<file path="src/rtl/twdm_pkg.sv">
package twdm_pkg;

    localparam int CMD_BITS     = 2;
    localparam int ADDR_BITS    = 7;
    localparam int WORD_BITS    = 32;
    localparam int CAPTURE_BITS = 36;
    localparam int CFG_IDX_BITS = 3;
    localparam int CFG_DAT_BITS = 16;
    localparam int ATT_BITS     = 8;

    typedef logic [5:0] t_slot;
    typedef logic [1:0] t_cause;

    localparam logic [CMD_BITS-1:0] CMD_TICK  = 2'd0;
    localparam logic [CMD_BITS-1:0] CMD_WRITE = 2'd1;
    localparam logic [CMD_BITS-1:0] CMD_READ  = 2'd2;

    localparam logic [CFG_IDX_BITS-1:0] CFG_WRITE_ATTEMPTS = 3'd0;
    localparam logic [CFG_IDX_BITS-1:0] CFG_READ_ATTEMPTS  = 3'd1;
    localparam logic [CFG_IDX_BITS-1:0] CFG_BUSY_WAIT      = 3'd2;
    localparam logic [CFG_IDX_BITS-1:0] CFG_ERROR_WAIT     = 3'd3;
    localparam logic [CFG_IDX_BITS-1:0] CFG_GUARD          = 3'd4;

    localparam t_cause CAUSE_NONE   = 2'd0;
    localparam t_cause CAUSE_BUSY   = 2'd1;
    localparam t_cause CAUSE_ERROR  = 2'd2;
    localparam t_cause CAUSE_PARITY = 2'd3;

    localparam logic [1:0] STATUS_BUSY  = 2'd3;
    localparam logic [1:0] STATUS_ERROR = 2'd2;

    localparam t_slot SLOT_ADDR_LAST   = 6'd6;
    localparam t_slot SLOT_OP          = 6'd7;
    localparam t_slot SLOT_ADDR_PAR    = 6'd8;
    localparam t_slot SLOT_TURN_FIRST  = 6'd9;
    localparam t_slot SLOT_TURN_LAST   = 6'd11;
    localparam t_slot SLOT_DATA_FIRST  = 6'd14;
    localparam t_slot SLOT_CAPT_FROM   = 6'd15;
    localparam t_slot SLOT_WDATA_LAST  = 6'd45;
    localparam t_slot SLOT_WDATA_PAR   = 6'd46;
    localparam t_slot SLOT_STATUS_1ST  = 6'd47;
    localparam t_slot SLOT_SAMPLE_LAST = 6'd49;
    localparam t_slot SLOT_TRAIL_ONE   = 6'd50;
    localparam t_slot SLOT_CAPT_TOP    = 6'd50;
    localparam t_slot FRAME_BITS       = 6'd52;
    localparam t_slot STOP_LAST        = 6'd2;

    typedef enum logic [5:0] {
        PH_IDLE  = 6'b000001,
        PH_START = 6'b000010,
        PH_BITS  = 6'b000100,
        PH_STOP  = 6'b001000,
        PH_GUARD = 6'b010000,
        PH_WAIT  = 6'b100000
    } t_phase;

    typedef struct packed {
        logic sampled;
        logic host_bit;
    } t_slot_info;

    typedef struct packed {
        logic                 clock_level;
        logic                 data_level;
        logic                 data_enable;
        logic                 engine_busy;
        logic                 request_done;
        logic                 request_ok;
        logic [WORD_BITS-1:0] read_word;
        t_cause               fail_cause;
    } t_res;

endpackage

</file>
<file path="src/rtl/twdm_req_if.sv">
interface twdm_req_if;
    logic                           valid;
    logic                           ready;
    logic [twdm_pkg::CMD_BITS-1:0]  cmd;
    logic [twdm_pkg::ADDR_BITS-1:0] dmi_address;
    logic [twdm_pkg::WORD_BITS-1:0] write_value;
    logic                           line_sample;

    modport source (output valid, cmd, dmi_address, write_value, line_sample, input ready);
    modport sink   (input valid, cmd, dmi_address, write_value, line_sample, output ready);
endinterface

</file>
<file path="src/rtl/twdm_res_if.sv">
interface twdm_res_if;
    logic                           valid;
    logic                           ready;
    logic                           clock_level;
    logic                           data_level;
    logic                           data_enable;
    logic                           engine_busy;
    logic                           request_done;
    logic                           request_ok;
    logic [twdm_pkg::WORD_BITS-1:0] read_word;
    logic [1:0]                     fail_cause;

    modport source (output valid, clock_level, data_level, data_enable, engine_busy,
                    request_done, request_ok, read_word, fail_cause, input ready);
    modport sink   (input valid, clock_level, data_level, data_enable, engine_busy,
                    request_done, request_ok, read_word, fail_cause, output ready);
endinterface

</file>
<file path="src/rtl/two_wire_dmi_master.sv">
// Two-wire debug link master for single debug-module register accesses. A request beat
// (cmd write or read) loads the frame while the engine is idle and yields no result; every
// tick beat (cmd 0) advances the pins by one half bit period and yields exactly one result
// beat with clock level, data level, output enable and the finish report. One beat is taken
// per clock cycle: the frame sequencer is combinational and feeds an output register, so
// input ready drops only while that register is full and not taken. Configuration is
// written through the plain write port while the engine is idle; a user duty, not enforced.
module two_wire_dmi_master #(
    parameter int WAIT_COUNTER_BITS = 16
) (
    input  logic                              i_clk,
    input  logic                              i_rst_n,
    input  logic                              i_cfg_we,
    input  logic [twdm_pkg::CFG_IDX_BITS-1:0] i_cfg_index,
    input  logic [twdm_pkg::CFG_DAT_BITS-1:0] i_cfg_data,
    twdm_req_if.sink                          i_req,
    twdm_res_if.source                        o_res
);
    import twdm_pkg::*;

    localparam int CW = (WAIT_COUNTER_BITS > CFG_DAT_BITS) ? WAIT_COUNTER_BITS : CFG_DAT_BITS;
    localparam logic [CW-1:0] WAIT_TOP = CW'({WAIT_COUNTER_BITS{1'b1}});

    function automatic logic [WAIT_COUNTER_BITS-1:0] wait_limit(input logic [CFG_DAT_BITS-1:0] v);
        logic [CW-1:0] ext;
        ext = CW'(v);
        if (ext > WAIT_TOP) begin
            ext = WAIT_TOP;
        end
        return WAIT_COUNTER_BITS'(ext);
    endfunction

    logic [ATT_BITS-1:0]     r_write_att, r_read_att;
    logic [CFG_DAT_BITS-1:0] r_busy_wait, r_error_wait, r_guard;

    t_phase                       r_phase, n_phase;
    t_slot                        r_slot, n_slot;
    logic                         r_half, n_half;
    logic                         r_write, n_write;
    logic [ADDR_BITS-1:0]         r_addr, n_addr;
    logic [WORD_BITS-1:0]         r_value, n_value;
    logic [CAPTURE_BITS-1:0]      r_cap, n_cap;
    logic [ATT_BITS-1:0]          r_att, n_att;
    logic [WAIT_COUNTER_BITS-1:0] r_wait, n_wait;
    logic                         r_last, n_last;

    logic       space;
    logic       accept;
    logic       tick;
    t_res       res;
    t_slot_info cur_info, prev_info;
    t_slot      prev_slot;
    t_slot      cap_pos;
    t_slot      next_slot;
    t_cause     cause;
    logic       limit_hit;
    logic       do_eval, do_after;
    logic [WAIT_COUNTER_BITS-1:0] guard_lim, retry_lim, dec_wait;

    assign i_req.ready = space;
    assign accept      = i_req.valid && space;
    assign tick        = accept && i_req.cmd == CMD_TICK;

    assign prev_slot = r_slot - 6'd1;
    assign cap_pos   = SLOT_CAPT_TOP - r_slot;
    assign next_slot = r_slot + 6'd1;

    twdm_slot_decode u_cur (
        .i_slot     (r_slot),
        .i_is_write (r_write),
        .i_addr     (r_addr),
        .i_value    (r_value),
        .o_info     (cur_info)
    );

    twdm_slot_decode u_prev (
        .i_slot     (prev_slot),
        .i_is_write (r_write),
        .i_addr     (r_addr),
        .i_value    (r_value),
        .o_info     (prev_info)
    );

    always_comb begin
        if (r_cap[1:0] == STATUS_BUSY) begin
            cause = CAUSE_BUSY;
        end else if (r_cap[1:0] == STATUS_ERROR) begin
            cause = CAUSE_ERROR;
        end else if (!r_write && r_cap[3] != ^r_cap[CAPTURE_BITS-1:4]) begin
            cause = CAUSE_PARITY;
        end else begin
            cause = CAUSE_NONE;
        end
    end

    assign limit_hit = r_att >= (r_write ? r_write_att : r_read_att);
    assign guard_lim = wait_limit(r_guard);
    assign retry_lim = wait_limit(cause == CAUSE_BUSY ? r_busy_wait : r_error_wait);
    assign dec_wait  = (r_wait != '0) ? r_wait - WAIT_COUNTER_BITS'(1) : r_wait;

    always_comb begin
        n_phase = r_phase;
        n_slot  = r_slot;
        n_half  = r_half;
        n_write = r_write;
        n_addr  = r_addr;
        n_value = r_value;
        n_cap   = r_cap;
        n_att   = r_att;
        n_wait  = r_wait;
        n_last  = r_last;
        do_eval  = 1'b0;
        do_after = 1'b0;

        res = '0;
        res.clock_level = 1'b1;
        res.data_level  = 1'b1;
        res.data_enable = 1'b1;

        if (accept && r_phase == PH_IDLE
                && (i_req.cmd == CMD_WRITE || i_req.cmd == CMD_READ)) begin
            n_write = i_req.cmd == CMD_WRITE;
            n_addr  = i_req.dmi_address;
            n_value = (i_req.cmd == CMD_WRITE) ? i_req.write_value : '0;
            n_att   = ATT_BITS'(1);
            n_phase = PH_START;
            n_half  = 1'b0;
            n_slot  = '0;
            n_cap   = '0;
        end

        if (tick) begin
            unique case (r_phase)
                PH_START: begin
                    res.data_level = !r_half;
                    n_last = !r_half;
                    if (r_half) begin
                        n_half  = 1'b0;
                        n_slot  = '0;
                        n_phase = PH_BITS;
                    end else begin
                        n_half = 1'b1;
                    end
                end
                PH_BITS: begin
                    if (r_slot >= FRAME_BITS) begin
                        n_phase = PH_STOP;
                        n_slot  = '0;
                    end else begin
                        if (!r_half && r_slot >= SLOT_CAPT_FROM && prev_info.sampled) begin
                            n_cap[cap_pos] = i_req.line_sample;
                        end
                        res.clock_level = r_half;
                        if (cur_info.sampled) begin
                            res.data_enable = 1'b0;
                            res.data_level  = r_last;
                        end else begin
                            res.data_level = cur_info.host_bit;
                            n_last = cur_info.host_bit;
                        end
                        if (r_half) begin
                            n_half = 1'b0;
                            if (next_slot >= FRAME_BITS) begin
                                n_phase = PH_STOP;
                                n_slot  = '0;
                            end else begin
                                n_slot = next_slot;
                            end
                        end else begin
                            n_half = 1'b1;
                        end
                    end
                end
                PH_STOP: begin
                    res.clock_level = r_slot != '0;
                    res.data_level  = r_slot >= STOP_LAST;
                    n_last = r_slot >= STOP_LAST;
                    if (r_slot >= STOP_LAST) begin
                        n_slot = '0;
                        if (guard_lim == '0) begin
                            do_eval = 1'b1;
                        end else begin
                            n_wait  = guard_lim;
                            n_phase = PH_GUARD;
                        end
                    end else begin
                        n_slot = next_slot;
                    end
                end
                PH_GUARD: begin
                    n_wait = dec_wait;
                    do_eval = dec_wait == '0;
                end
                PH_WAIT: begin
                    n_wait = dec_wait;
                    do_after = dec_wait == '0;
                end
                default: begin
                    n_phase = PH_IDLE;
                    res.data_level = r_last;
                end
            endcase

            if (do_eval) begin
                if (cause == CAUSE_NONE) begin
                    do_after = 1'b0;
                end else begin
                    n_wait = retry_lim;
                    if (retry_lim == '0) begin
                        do_after = 1'b1;
                    end else begin
                        n_phase = PH_WAIT;
                    end
                end
            end

            if ((do_eval && cause == CAUSE_NONE) || (do_after && limit_hit)) begin
                n_phase          = PH_IDLE;
                res.request_done = 1'b1;
                res.request_ok   = cause == CAUSE_NONE;
                res.read_word    = (cause == CAUSE_NONE && !r_write) ?
                                   r_cap[CAPTURE_BITS-1:4] : '0;
                res.fail_cause   = cause;
            end else if (do_after) begin
                n_phase = PH_START;
                n_half  = 1'b0;
                n_slot  = '0;
                n_cap   = '0;
                n_att   = (r_att != '1) ? r_att + ATT_BITS'(1) : r_att;
            end

            res.engine_busy = n_phase != PH_IDLE;
        end
    end

    always_ff @(posedge i_clk) begin
        if (!i_rst_n) begin
            r_phase <= PH_IDLE;
            r_slot  <= '0;
            r_half  <= 1'b0;
            r_write <= 1'b0;
            r_addr  <= '0;
            r_value <= '0;
            r_cap   <= '0;
            r_att   <= '0;
            r_wait  <= '0;
            r_last  <= 1'b1;
        end else begin
            r_phase <= n_phase;
            r_slot  <= n_slot;
            r_half  <= n_half;
            r_write <= n_write;
            r_addr  <= n_addr;
            r_value <= n_value;
            r_cap   <= n_cap;
            r_att   <= n_att;
            r_wait  <= n_wait;
            r_last  <= n_last;
        end
    end

    always_ff @(posedge i_clk) begin
        if (!i_rst_n) begin
            r_write_att  <= ATT_BITS'(16);
            r_read_att   <= ATT_BITS'(64);
            r_busy_wait  <= CFG_DAT_BITS'(200);
            r_error_wait <= CFG_DAT_BITS'(100);
            r_guard      <= CFG_DAT_BITS'(16);
        end else if (i_cfg_we) begin
            unique case (i_cfg_index)
                CFG_WRITE_ATTEMPTS: r_write_att  <= i_cfg_data[ATT_BITS-1:0];
                CFG_READ_ATTEMPTS:  r_read_att   <= i_cfg_data[ATT_BITS-1:0];
                CFG_BUSY_WAIT:      r_busy_wait  <= i_cfg_data;
                CFG_ERROR_WAIT:     r_error_wait <= i_cfg_data;
                CFG_GUARD:          r_guard      <= i_cfg_data;
                default: begin
                end
            endcase
        end
    end

    twdm_outbuf u_outbuf (
        .i_clk   (i_clk),
        .i_rst_n (i_rst_n),
        .i_load  (tick),
        .i_data  (res),
        .o_space (space),
        .o_res   (o_res)
    );

    a_done_idle: assert property (@(posedge i_clk) disable iff (!i_rst_n)
        res.request_done |-> n_phase == PH_IDLE)
        else $error("finish report while engine stays busy");

    a_half_outside_frame: assert property (@(posedge i_clk) disable iff (!i_rst_n)
        (r_phase != PH_START && r_phase != PH_BITS) |-> !r_half)
        else $error("half select set outside start or bit slots");

    a_stop_slot: assert property (@(posedge i_clk) disable iff (!i_rst_n)
        r_phase == PH_STOP |-> r_slot <= STOP_LAST)
        else $error("stop slot out of range");

    a_bits_slot: assert property (@(posedge i_clk) disable iff (!i_rst_n)
        r_phase == PH_BITS |-> r_slot < FRAME_BITS)
        else $error("bit slot beyond frame");

    a_attempt_live: assert property (@(posedge i_clk) disable iff (!i_rst_n)
        r_phase != PH_IDLE |-> r_att != '0)
        else $error("frame running with no attempt counted");

endmodule

</file>
<file path="src/rtl/twdm_slot_decode.sv">
module twdm_slot_decode (
    input  twdm_pkg::t_slot                  i_slot,
    input  logic                             i_is_write,
    input  logic [twdm_pkg::ADDR_BITS-1:0]   i_addr,
    input  logic [twdm_pkg::WORD_BITS-1:0]   i_value,
    output twdm_pkg::t_slot_info             o_info
);
    import twdm_pkg::*;

    t_slot addr_off;
    t_slot data_off;

    assign addr_off = SLOT_ADDR_LAST - i_slot;
    assign data_off = SLOT_WDATA_LAST - i_slot;

    always_comb begin
        if (i_slot >= SLOT_TURN_FIRST && i_slot <= SLOT_TURN_LAST) begin
            o_info.sampled = 1'b1;
        end else if (i_is_write) begin
            o_info.sampled = i_slot >= SLOT_STATUS_1ST && i_slot <= SLOT_SAMPLE_LAST;
        end else begin
            o_info.sampled = i_slot >= SLOT_DATA_FIRST && i_slot <= SLOT_SAMPLE_LAST;
        end

        if (i_slot <= SLOT_ADDR_LAST) begin
            o_info.host_bit = i_addr[addr_off[2:0]];
        end else if (i_slot == SLOT_OP) begin
            o_info.host_bit = i_is_write;
        end else if (i_slot == SLOT_ADDR_PAR) begin
            o_info.host_bit = (^i_addr) ^ i_is_write;
        end else if (i_is_write && i_slot >= SLOT_DATA_FIRST && i_slot <= SLOT_WDATA_LAST) begin
            o_info.host_bit = i_value[data_off[4:0]];
        end else if (i_is_write && i_slot == SLOT_WDATA_PAR) begin
            o_info.host_bit = ^i_value;
        end else begin
            o_info.host_bit = i_slot == SLOT_TRAIL_ONE;
        end
    end
endmodule

</file>
<file path="src/rtl/twdm_outbuf.sv">
module twdm_outbuf (
    input  logic           i_clk,
    input  logic           i_rst_n,
    input  logic           i_load,
    input  twdm_pkg::t_res i_data,
    output logic           o_space,
    twdm_res_if.source     o_res
);
    import twdm_pkg::*;

    logic r_valid;
    t_res r_data;

    assign o_space = !r_valid || o_res.ready;

    always_ff @(posedge i_clk) begin
        if (!i_rst_n) begin
            r_valid <= 1'b0;
        end else if (i_load) begin
            r_valid <= 1'b1;
        end else if (o_res.ready) begin
            r_valid <= 1'b0;
        end
    end

    always_ff @(posedge i_clk) begin
        if (i_load) begin
            r_data <= i_data;
        end
    end

    assign o_res.valid        = r_valid;
    assign o_res.clock_level  = r_data.clock_level;
    assign o_res.data_level   = r_data.data_level;
    assign o_res.data_enable  = r_data.data_enable;
    assign o_res.engine_busy  = r_data.engine_busy;
    assign o_res.request_done = r_data.request_done;
    assign o_res.request_ok   = r_data.request_ok;
    assign o_res.read_word    = r_data.read_word;
    assign o_res.fail_cause   = r_data.fail_cause;
endmodule
</file>
<file path="src/flat_wrapper.sv">
// flat-port wrapper written by rule: the top's interface ports become plain ports
module two_wire_dmi_master_flat import twdm_pkg::*;
#(
    parameter int WAIT_COUNTER_BITS = 16
)
  (i_clk, i_rst_n, i_cfg_we, i_cfg_index, i_cfg_data, i_req_valid, i_req_cmd, i_req_dmi_address, i_req_write_value, i_req_line_sample, i_req_ready, o_res_valid, o_res_clock_level, o_res_data_level, o_res_data_enable, o_res_engine_busy, o_res_request_done, o_res_request_ok, o_res_read_word, o_res_fail_cause, o_res_ready);
  twdm_req_if i_req_i ();
  twdm_res_if o_res_i ();
  input  logic i_clk;
  input  logic i_rst_n;
  input  logic i_cfg_we;
  input  logic [twdm_pkg::CFG_IDX_BITS-1:0] i_cfg_index;
  input  logic [twdm_pkg::CFG_DAT_BITS-1:0] i_cfg_data;
  input wire logic [$bits(i_req_i.valid)-1:0] i_req_valid;
  input wire logic [$bits(i_req_i.cmd)-1:0] i_req_cmd;
  input wire logic [$bits(i_req_i.dmi_address)-1:0] i_req_dmi_address;
  input wire logic [$bits(i_req_i.write_value)-1:0] i_req_write_value;
  input wire logic [$bits(i_req_i.line_sample)-1:0] i_req_line_sample;
  output wire logic [$bits(i_req_i.ready)-1:0] i_req_ready;
  output wire logic [$bits(o_res_i.valid)-1:0] o_res_valid;
  output wire logic [$bits(o_res_i.clock_level)-1:0] o_res_clock_level;
  output wire logic [$bits(o_res_i.data_level)-1:0] o_res_data_level;
  output wire logic [$bits(o_res_i.data_enable)-1:0] o_res_data_enable;
  output wire logic [$bits(o_res_i.engine_busy)-1:0] o_res_engine_busy;
  output wire logic [$bits(o_res_i.request_done)-1:0] o_res_request_done;
  output wire logic [$bits(o_res_i.request_ok)-1:0] o_res_request_ok;
  output wire logic [$bits(o_res_i.read_word)-1:0] o_res_read_word;
  output wire logic [$bits(o_res_i.fail_cause)-1:0] o_res_fail_cause;
  input wire logic [$bits(o_res_i.ready)-1:0] o_res_ready;
  assign i_req_i.valid = i_req_valid;
  assign i_req_i.cmd = i_req_cmd;
  assign i_req_i.dmi_address = i_req_dmi_address;
  assign i_req_i.write_value = i_req_write_value;
  assign i_req_i.line_sample = i_req_line_sample;
  assign i_req_ready = i_req_i.ready;
  assign o_res_valid = o_res_i.valid;
  assign o_res_clock_level = o_res_i.clock_level;
  assign o_res_data_level = o_res_i.data_level;
  assign o_res_data_enable = o_res_i.data_enable;
  assign o_res_engine_busy = o_res_i.engine_busy;
  assign o_res_request_done = o_res_i.request_done;
  assign o_res_request_ok = o_res_i.request_ok;
  assign o_res_read_word = o_res_i.read_word;
  assign o_res_fail_cause = o_res_i.fail_cause;
  assign o_res_i.ready = o_res_ready;
  two_wire_dmi_master #(.WAIT_COUNTER_BITS(WAIT_COUNTER_BITS)) u_core (.i_clk(i_clk), .i_rst_n(i_rst_n), .i_cfg_we(i_cfg_we), .i_cfg_index(i_cfg_index), .i_cfg_data(i_cfg_data), .i_req(i_req_i), .o_res(o_res_i));
endmodule
</file>
<file path="config.mk">
export PLATFORM = sky130hd
export DESIGN_NAME = two_wire_dmi_master_flat
export DESIGN_NICKNAME = d
export VERILOG_FILES = /design/src/rtl/twdm_pkg.sv /design/src/rtl/twdm_req_if.sv /design/src/rtl/twdm_res_if.sv /design/src/rtl/two_wire_dmi_master.sv /design/src/rtl/twdm_slot_decode.sv /design/src/rtl/twdm_outbuf.sv /design/src/flat_wrapper.sv
export SDC_FILE = /design/constraint.sdc
export NUM_CORES = 1
export LEC_CHECK = 0
export BUFFER_PORTS_ARGS = -buffer_cell sky130_fd_sc_hd__buf_2
export CAP_MARGIN = 20
export CORE_MARGIN = 3
export CORE_UTILIZATION = 40
export DETAILED_ROUTE_END_ITERATION = 10
export PLACE_DENSITY = 0.6
export SLEW_MARGIN = 20
export SYNTH_ARGS = -nofsm -noshare
export SYNTH_HDL_FRONTEND = slang
export SYNTH_SLANG_ARGS = --single-unit
</file>
<file path="constraint.sdc">
create_clock -name i_clk -period 4.2 [get_ports i_clk]
set_input_delay 0.42 -clock i_clk [delete_from_list [all_inputs] [get_ports i_clk]]
set_output_delay 0.42 -clock i_clk [all_outputs]
set_load 0.01 [all_outputs]
</file>
==> results of run 1 <==
Yosys cell counts, types with 4 or more instances:
| cell | n |
|---|---|
| buf_1 | 7 |
| nor4_1 | 19 |
| inv_1 | 16 |
| nor4_2 | 4 |
| nand4b_1 | 5 |
| mux2i_1 | 31 |
| and3_1 | 20 |
| nor3_2 | 5 |
| edfxtp_1 | 40 |
| a31oi_1 | 5 |
| or2_2 | 7 |
| nor2_1 | 72 |
| o221ai_1 | 4 |
| buf_6 | 4 |
| clkbuf_1 | 68 |
| a32o_1 | 7 |
| nand2b_1 | 7 |
| xor2_1 | 8 |
| a211oi_1 | 11 |
| o21ai_1 | 4 |
| dfxtp_1 | 178 |
| ha_1 | 25 |
| nor2b_1 | 10 |
| and4_1 | 6 |
| a21o_1 | 7 |
| nand4_1 | 11 |
| a41oi_1 | 4 |
| mux2_2 | 6 |
| or3_1 | 11 |
| o31ai_1 | 8 |
| buf_2 | 13 |
| and2_1 | 43 |
| nand2_1 | 275 |
| nor3_1 | 27 |
| a22o_1 | 8 |
| o21ai_0 | 42 |
| a21oi_1 | 154 |
| xnor2_1 | 71 |
| nand3_1 | 152 |
| mux4_2 | 11 |
registers in the layout, indices dropped and copies added (netlist names), 2 cells and up:
signal / count
u_core.r_write_att: 8
u_core.r_value: 32
u_core.r_cap: 35
u_core.r_read_att: 8
u_core.r_guard: 16
u_core.r_phase: 6
u_core.r_slot: 6
u_core.r_att: 8
u_core.u_outbuf.o_res.read_word: 32
u_core.r_addr: 7
u_core.u_outbuf.o_res.fail_cause: 2
u_core.r_error_wait: 16
u_core.r_busy_wait: 16
u_core.r_wait: 16
through the flow:
step	util [%]	hold WS [ns]	instance area (um2)	power, mW
2_1_floorplan	-	0.433	12400	2.42
5_1_grt	46.9	0.131	14100	4.93
4_1_cts	46.9	0.123	14100	4.81
3_5_place_dp	44.1	0.448	13300	2.53
3_3_place_gp	44.0	0.444	13300	2.53
6_report	46.9	0.146	14100	4.76
path summary, 6_finish.rpt:
kind,endpoint,slack [ns]
setup reg to reg,u_core.r_cap[30],0.50
hold / removal,u_core.r_addr[1],0.15
hold reg to reg,u_core.r_read_att[0],0.45
setup / recovery,u_core.r_cap[30],0.50
layer usage:
| layer | track usage [%] | vias up | wire length (um) |
|---|---|---|---|
| met4 | 6.22 | 0 | 993 |
| met5 | 0 | - | 0 |
| li1 | - | 5527 | - |
| met2 | 34.9 | 331 | 17200 |
| met3 | 2.91 | 76 | 1970 |
| met1 | 28.9 | 5346 | 16200 |
cell families (layout without fill, tap and decap cells):
kind of cell    after synthesis  count (layout)  synth area share, %
fa+ha+maj                    25              25                 2.52
xor+xnor                     83              83                 6.20
buf+inv                     113             204                 3.89
simple gates                699             699                 28.0
compound gates              309             309                 15.7
flops                       218             218                 38.3
mux                          51              51                 5.39
power groups by stage:
stage,clock network (mW),registers [mW],logic [mW]
final,2.27,2.19,0.304
after CTS,2.32,2.18,0.305
after global placement,0,2.23,0.301
after detailed placement,0,2.23,0.304
after global routing,2.41,2.19,0.336
after floorplan,0,2.22,0.196
worst reg2reg max path, stage by stage, from the launching register on:
cell and delay [ns]:
dfxtp_1 0.37, inv_1 0.08, ha_1 0.30, nor4b_4 0.40
and4_1 0.41, mux2i_1 0.30, nor4b_4 0.25, nand3_1 0.18
o21bai_1 0.23, nand4_1 0.36, nand2_1 0.18, buf_4 0.38
a21oi_1 0.11
cell type report:
type / count / area (um2) / area share, %
Multi-Input combinational cell: 1167 / 7190 / 50.9
Inverter: 17 / 63.8 / 0.452
Timing Repair Buffer: 137 / 761 / 5.39
Sequential cell: 218 / 4760 / 33.7
Clock buffer: 42 / 752 / 5.32
Clock inverter: 8 / 104 / 0.735
Tap cell: 390 / 488 / 3.45
==> impl_metrics.csv, run 1 <==
group,metric,value,unit
timing,timing.slew.headroom,42.2,%
route,ant_nets,0,
logic_synthesis,avgSynthCellArea,8.29,um2
layout,area_growth,13.7,%
logic_synthesis,yosys-top-cells-area,"dfxtp_1, edfxtp_1, nand2_1",
route,drt_iter0_drc,1048,
route,drc,0,
floorplan,start_util,41.3,%
clock_network,clk_pin_slew,0.06,ns
clock_network,htreeDepth,1,
logic_synthesis,ys.warnings.count,0,
worst_setup_path,rr_worst_depth,12,
placement,dp_slack,0.610,ns
clock_network,hold_buffers,0,
timing,timing.final.max_slew_violations,0,
pwr,power_frac_comb,6.4,%
floorplan,die_x,182,um
global_route,grt_pass1_wl,57800,um
logic_synthesis,syn_nets,1589,
logic_synthesis,yosys_most_used_dff,"dfxtp_1",
worst_setup_path,r2r_start,"u_core.r_wait[0]",
route,viasPerCell,5.70,
clock_network,clkLatencyLatePin,0.54,ns
worst_setup_path,cp_slowest_stage_delay,0.41,ns
layout,drive_above_1_share,14.5,%
placement,hpwl,25700,um
timing,finalSetupTns,0,ns
worst_setup_path,cpMostUsedCell,"nor4b_4",
hold_path,worstHoldPathCells,3,
route,wl_per_cell,18.4,um
logic_synthesis,syn_area,12400,um2
worst_setup_path,crit_chain,"inv_1 > ha_1 > nor4b_4 > and4_1 > mux2i_1 > nor4b_4 > nand3_1 > o21bai_1 > nand4_1 > nand2_1 > buf_4 > a21oi_1",
timing,worstMarginPinSlew,0.859,ns
worst_setup_path,cp-end-kind,"flip-flop",
global_route,antenna_found_initial,0,
worst_setup_path,startpoint_type,"flip-flop",
layout,fill_cells,2980,
hold_path,hp-class,"in2reg",
route,vias,11280,
clock_network,cts_buffer_depth,3,
timing,setup_viol,0,
logic_synthesis,yosysSeqAreaShare,38.3,%
worst_setup_path,required,4.59,ns
layout,layout.nets,1659,
logic_synthesis,netlist_instances,1498,
clock_network,cts_buffers,27,
timing,fin_skew,0.0202,ns
timing,finalHoldViolations,0,
pwr,switching_share,24.0,%
worst_setup_path,crit_fanout,35,
worst_setup_path,cp_num_buf_inv,2,
job,maxCapViolCount,0,
logic_synthesis,synth_top_area_cell,"dfxtp_1",
clock_network,post-cts-setup-buffers,0,
timing,rsz0062_at_grt,"no",
floorplan,rows,63,
global_route,grt_max_degree,57,
worst_setup_path,crit_type,"reg2reg",
route,wirelength,36300,um
timing,fmax,270,MHz
clock_network,clkSinkCount,218,
logic_synthesis,ys_seq_elements,218,
pwr,ir_drop,281,uV
status,status,"complete, no violations",
worst_setup_path,arrival,4.09,ns
clock_network,clock-root-buffer,"clkbuf_16",
placement,place_inst,1929,
layout,final_cell_mix,"nand2_1, dfxtp_1, a21oi_1, nand3_1, buf_2",
layout,fin_cells,1979,
timing,setup_ws,0.502,ns
pwr,p_int,3.62,mW
floorplan,core,30100,um2
route,dr.pass1.iters,5,
timing,post-route-period-util,88.0,%
placement,place_congestion,0.985,
floorplan,die_y,182,um
worst_setup_path,startpoint,"u_core.r_wait[0]",
timing,min_period,3.70,ns
pwr,power_density,337,nW/um2
logic_synthesis,synth_top_area_share,28.7,%
floorplan,pin_count,108,
logic_synthesis,synthArstFlopShare,0,%
clock_network,cts_resized,0,
logic_synthesis,synth-edff-count,40,
pwr,power.switching,1.14,mW
logic_synthesis,ys_types,96,
global_route,grt_overflow_total,0,
layout,layout_commonest_cell,"nand2_1",
layout,num_antenna_cells,0,
pwr,leakage,5.23,nW
worst_setup_path,critPathTopFamily,"simple AND/OR/NAND/NOR gates",
clock_network,tritoncts,"done",
worst_setup_path,crit_cells,12,
floorplan,die_area,33200,um2
hold_path,min_from,"i_req_dmi_address[1]",
pwr,clock_power_share,47.7,%
global_route,grt_pass1_vias,10493,
global_route,grt_use_total,21.1,%
placement,portBuffers,107,
worst_setup_path,cpMaxStageDelayCell,"and4_1",
pwr,pwr-share-seq,45.9,%
Note: power is estimated with default switching activity, not from simulation.
==> run 2, diff against run 1 <==
BUFFER_PORTS_ARGS = not set   (was -buffer_cell sky130_fd_sc_hd__buf_2)
DONT_BUFFER_PORTS = 1   (was not set)
PLACE_DENSITY = 0.57   (was 0.6)
==> impl_metrics.csv, run 2 (synthesis gave the netlist of run 1 again) <==
group,metric,value,unit
pwr,power_frac_comb,5.4,%
pwr,power.switching,1.08,mW
pwr,power_density,338,nW/um2
timing,worstMarginPinSlew,0.942,ns
clock_network,htreeDepth,1,
timing,timing.final.max_slew_violations,0,
pwr,switching_share,23.6,%
route,drt_iter0_drc,968,
layout,area_growth,8.94,%
clock_network,cts_buffers,25,
timing,setup_viol,0,
worst_setup_path,crit_type,"reg2reg",
layout,largest_reg_flops,35,
layout,num_antenna_cells,0,
hold_path,hp-class,"in2reg",
worst_setup_path,arrival,3.99,ns
pwr,ir_drop,259,uV
global_route,grt_use_total,20.5,%
timing,timing.slew.headroom,37.2,%
placement,dp_slack,0.663,ns
floorplan,die_area,33200,um2
clock_network,cts_buffer_depth,3,
placement,place_congestion,0.918,
route,vias,10855,
worst_setup_path,crit_fanout,32,
clock_network,clkLatencyLatePin,0.53,ns
worst_setup_path,required,4.59,ns
layout,final_cell_mix,"nand2_1, dfxtp_1, a21oi_1, nand3_1, xnor2_1",
pwr,p_int,3.50,mW
global_route,grt_pass1_vias,10142,
layout,drive_above_1_share,8.34,%
floorplan,die_x,182,um
route,dr.pass1.iters,6,
worst_setup_path,startpoint_type,"flip-flop",
layout,layout.nets,1548,
timing,setup_ws,0.597,ns
layout,multi_input_area,7200,um2
worst_setup_path,crit_chain,"inv_1 > ha_1 > nor4b_4 > and4_1 > mux2i_1 > nor4b_4 > a41o_1 > nand3_2 > and2_0 > nor4_4 > buf_4 > and2_1",
global_route,grt_overflow_total,0,
layout,seqCellArea,4760,um2
floorplan,start_util,41.3,%
timing,min_period,3.60,ns
floorplan,pin_count,108,
route,wirelength,35400,um
worst_setup_path,cpMaxStageDelayCell,"nor4b_4",
timing,finalHoldViolations,0,
route,drc,0,
global_route,grt_max_degree,56,
route,ant_nets,0,
worst_setup_path,cp-end-kind,"flip-flop",
timing,post-route-period-util,85.8,%
route,wl_per_cell,19.0,um
layout,fill_cells,2992,
global_route,antenna_found_initial,0,
placement,hpwl,25200,um
placement,portBuffers,0,
timing,fmax,278,MHz
status,status,"complete, no violations",
route,viasPerCell,5.82,
clock_network,cts_resized,0,
pwr,clock_power_share,46.8,%
timing,finalSetupTns,0,ns
job,maxCapViolCount,0,
clock_network,clock-root-buffer,"clkbuf_16",
worst_setup_path,cpMostUsedCell,"nor4b_4",
pwr,leakage,4.73,nW
timing,fin_skew,0.0117,ns
floorplan,rows,63,
pwr,pwr-share-seq,47.8,%
layout,regMostFlops,"u_core.r_cap",
clock_network,clkSinkCount,218,
layout,layout_commonest_cell,"nand2_1",
floorplan,die_y,182,um
worst_setup_path,cp_slowest_stage_delay,0.41,ns
clock_network,clk_pin_slew,0.06,ns
timing,rsz0062_at_grt,"no",
clock_network,tritoncts,"done",
floorplan,core,30100,um2
global_route,grt_pass1_wl,56000,um
run 2: layout make-up:
class	count	area share, %
Multi-Input combinational cell	1167	53.2
Clock inverter	5	0.240
Sequential cell	218	35.2
Timing Repair Buffer	28	1.59
Inverter	17	0.471
Clock buffer	40	5.71
Tap cell	390	3.61
run 2: routing by layer:
metal / wire length (um) / vias to the layer above / GRT usage (%) / part of all wire, %
li1: - / 5309 / - / -
met1: 16000 / 5144 / 27.8 / 45
met2: 16100 / 327 / 32.6 / 45
met3: 2050 / 75 / 3.67 / 5.8
met4: 1320 / 0 / 7.74 / 3.7
met5: 0 / - / 0 / 0
run 2: worst max-delay path, delay by kind of cell, from the launching register on:
kind | cells | cell delay, ns
AND/OR/NAND/NOR | 7 | 1.86
buffers and inverters | 2 | 0.38
flip-flops | 1 | 0.37
adder cells (fa/ha/maj) | 1 | 0.29
multiplexers | 1 | 0.28
AO/OA/AOI/OAI | 1 | 0.26
run 2: power by group through the flow:
stage	registers [mW]	logic, mW	clock network, mW
after floorplan	2.22	0.196	0
after global placement	2.23	0.242	0
after detailed placement	2.23	0.244	0
after CTS	2.19	0.249	2.19
after global routing	2.19	0.275	2.28
final	2.19	0.249	2.14
run 2: path summary, 6_finish.rpt:
kind / startpoint / to / slack [ns] / depth (start not counted)
hold / removal: i_cfg_data[2] / u_core.r_error_wait[2] / 0.02 / 2
setup reg to reg: u_core.r_wait[0] / u_core.u_outbuf.o_res.read_word[29] / 0.60 / 12
setup / recovery: u_core.r_wait[0] / u_core.u_outbuf.o_res.read_word[29] / 0.60 / 12
hold reg to reg: u_core.r_write_att[2] / u_core.r_write_att[2] / 0.45 / 2
run 2: repair_timing:
| item | 4_1_cts | 5_1_grt |
|---|---|---|
| buffers inserted | 0 | 0 |
| hold buffers | 2 | 0 |
| endpoints found under the hold margin | 9 | 0 |
run 2: per-stage QoR:
stage                     total power [mW]  instances  cell area [um2]  util, %  hold WS [ns]
final                                 4.58       1865            13500     45.0        0.0168
after global routing                  4.74       1865            13500     45.0       0.00319
after CTS                             4.63       1865            13500     44.9       0.00202
after detailed placement              2.48       1818            12700     42.2         0.448
after global placement                2.47       1818            12700     42.2         0.441
after floorplan                       2.42       1498            12400        -         0.433
==> run 3, diff against run 2 <==
PLACE_DENSITY = 0.55   (was 0.57)
clock period = 3.6 ns   (was 4.2 ns; I/O delays follow)
==> impl_metrics.csv, run 3 (synthesis gave the netlist of run 1 again) <==
group,metric,value,unit
timing,finalSetupTns,0,ns
timing,post-route-period-util,94.3,%
floorplan,core,30100,um2
clock_network,tritoncts,"done",
layout,num_antenna_cells,0,
worst_setup_path,crit_type,"reg2reg",
global_route,antenna_found_initial,0,
status,status,"complete, no violations",
placement,place_congestion,0.867,
route,vias,11165,
layout,area_growth,15.0,%
layout,fin_area,14300,um2
layout,final_cell_mix,"nand2_1, dfxtp_1, a21oi_1, nand3_1",
route,wl_per_cell,18.9,um
floorplan,rows,63,
timing,fmax,294,MHz
placement,portBuffers,0,
floorplan,start_util,41.3,%
timing,timing.final.max_slew_violations,0,
floorplan,pin_count,108,
worst_setup_path,arrival,3.81,ns
route,viasPerCell,5.75,
hold_path,worstHoldPathCells,2,
clock_network,cts_buffers,25,
global_route,grt_max_degree,57,
placement,place_area,12900,um2
global_route,grt_overflow_total,0,
route,highest_layer,"met4",
clock_network,clk_pin_slew,0.06,ns
floorplan,die_x,182,um
clock_network,htreeDepth,1,
worst_setup_path,startpoint_type,"flip-flop",
job,maxCapViolCount,0,
global_route,grt_use_total,21.4,%
worst_setup_path,crit_cells,10,
worst_setup_path,rr_worst_depth,10,
pwr,ir_drop,317,uV
worst_setup_path,required,4.02,ns
global_route,grt_pass1_wl,58400,um
floorplan,die_area,33200,um2
timing,fin_skew,0.00888,ns
timing,timing.slew.headroom,37.3,%
pwr,power_density,375,nW/um2
pwr,leakage,5.12,nW
layout,largest_reg_flops,35,
worst_setup_path,crit_chain,"inv_1 > buf_4 > ha_1 > nor3b_2 > xnor2_1 > a2111oi_0 > o41ai_1 > a2111o_1 > or4b_1 > a31o_1",
timing,min_period,3.40,ns
route,ant_nets,0,
route,wirelength,36700,um
clock_network,cts_buffer_depth,3,
route,drc,0,
timing,finalHoldViolations,0,
route,wl_met3,1720,um
layout,fin_util,47.5,%
worst_setup_path,cp_slowest_stage_delay,0.58,ns
timing,setup_viol,0,
clock_network,clkLatencyLatePin,0.53,ns
layout,layout.nets,1627,
layout,drive_above_1_share,10.2,%
worst_setup_path,critPathTopFamily,"compound AO/OA/AOI/OAI gates",
global_route,grt_pass1_vias,10538,
layout,regMostFlops,"u_core.r_cap",
worst_setup_path,cpMaxStageDelayCell,"or4b_1",
timing,rsz0062_at_grt,"no",
worst_setup_path,crit_fanout,8,
worst_setup_path,rrSetupSlack,0.20,ns
placement,hpwl,26100,um
clock_network,clock-root-buffer,"clkbuf_16",
route,wl_met1,16900,um
worst_setup_path,cp-end-kind,"flip-flop",
timing,worstMarginPinSlew,0.938,ns
worst_setup_path,cp_num_buf_inv,2,
floorplan,die_y,182,um
route,drt_iter0_drc,929,
hold_path,hp-class,"in2reg",
route,dr.pass1.iters,5,
route,routed-wl-met2,17200,um
clock_network,clkSinkCount,218,
layout,layout_commonest_cell,"nand2_1",
## run 3: layout make-up
cell class                 instances  area (um2)
clock buffer                      32         682
clock inverter                    12        96.3
fill                            2974       15800
inverter                          17        63.8
multi-input combinational       1167        7220
sequential                       218        4770
tap                              390         488
timing repair buffer             107         975
## run 3: through the flow
stage | total power [mW] | std cells | hold WS [ns] | setup slack (ns)
final | 5.37 | 1943 | 0.0213 | 0.203
after global routing | 5.58 | 1943 | 0.000484 | 0.00551
after CTS | 5.43 | 1938 | 0.000131 | 0.00963
after detailed placement | 2.90 | 1847 | 0.446 | 0.0123
after global placement | 2.89 | 1847 | 0.441 | 0.179
after floorplan | 2.82 | 1498 | 0.433 | 0.0482
## run 3: per-layer routing
layer,vias up,track usage (%)
met1,5350,29.9
met2,297,35.2
met5,-,0
li1,5465,-
met3,53,2.63
met4,0,5.70
## run 3: final timing paths
| path | startpoint | to |
|---|---|---|
| max | u_core.r_slot[1] | u_core.r_cap[21] |
| min | i_req_write_value[14] | u_core.r_value[14] |
| max reg2reg | u_core.r_slot[1] | u_core.r_cap[21] |
| min reg2reg | u_core.r_read_att[4] | u_core.r_read_att[4] |
## run 3: timing repair
| item | 4_1_cts | 5_1_grt |
|---|---|---|
| hold buffers | 47 | 1 |
| setup endpoints to repair | 0 | 71 |
| endpoints found under the hold margin | 131 | 1 |
| setup buffers | 0 | 4 |
| resized for setup | 0 | 7 |
## run 3: report_power, final
part / switching, mW / internal [mW]
sequential: 0.0347 / 2.52
combinational: 0.223 / 0.133
clock: 1.05 / 1.41
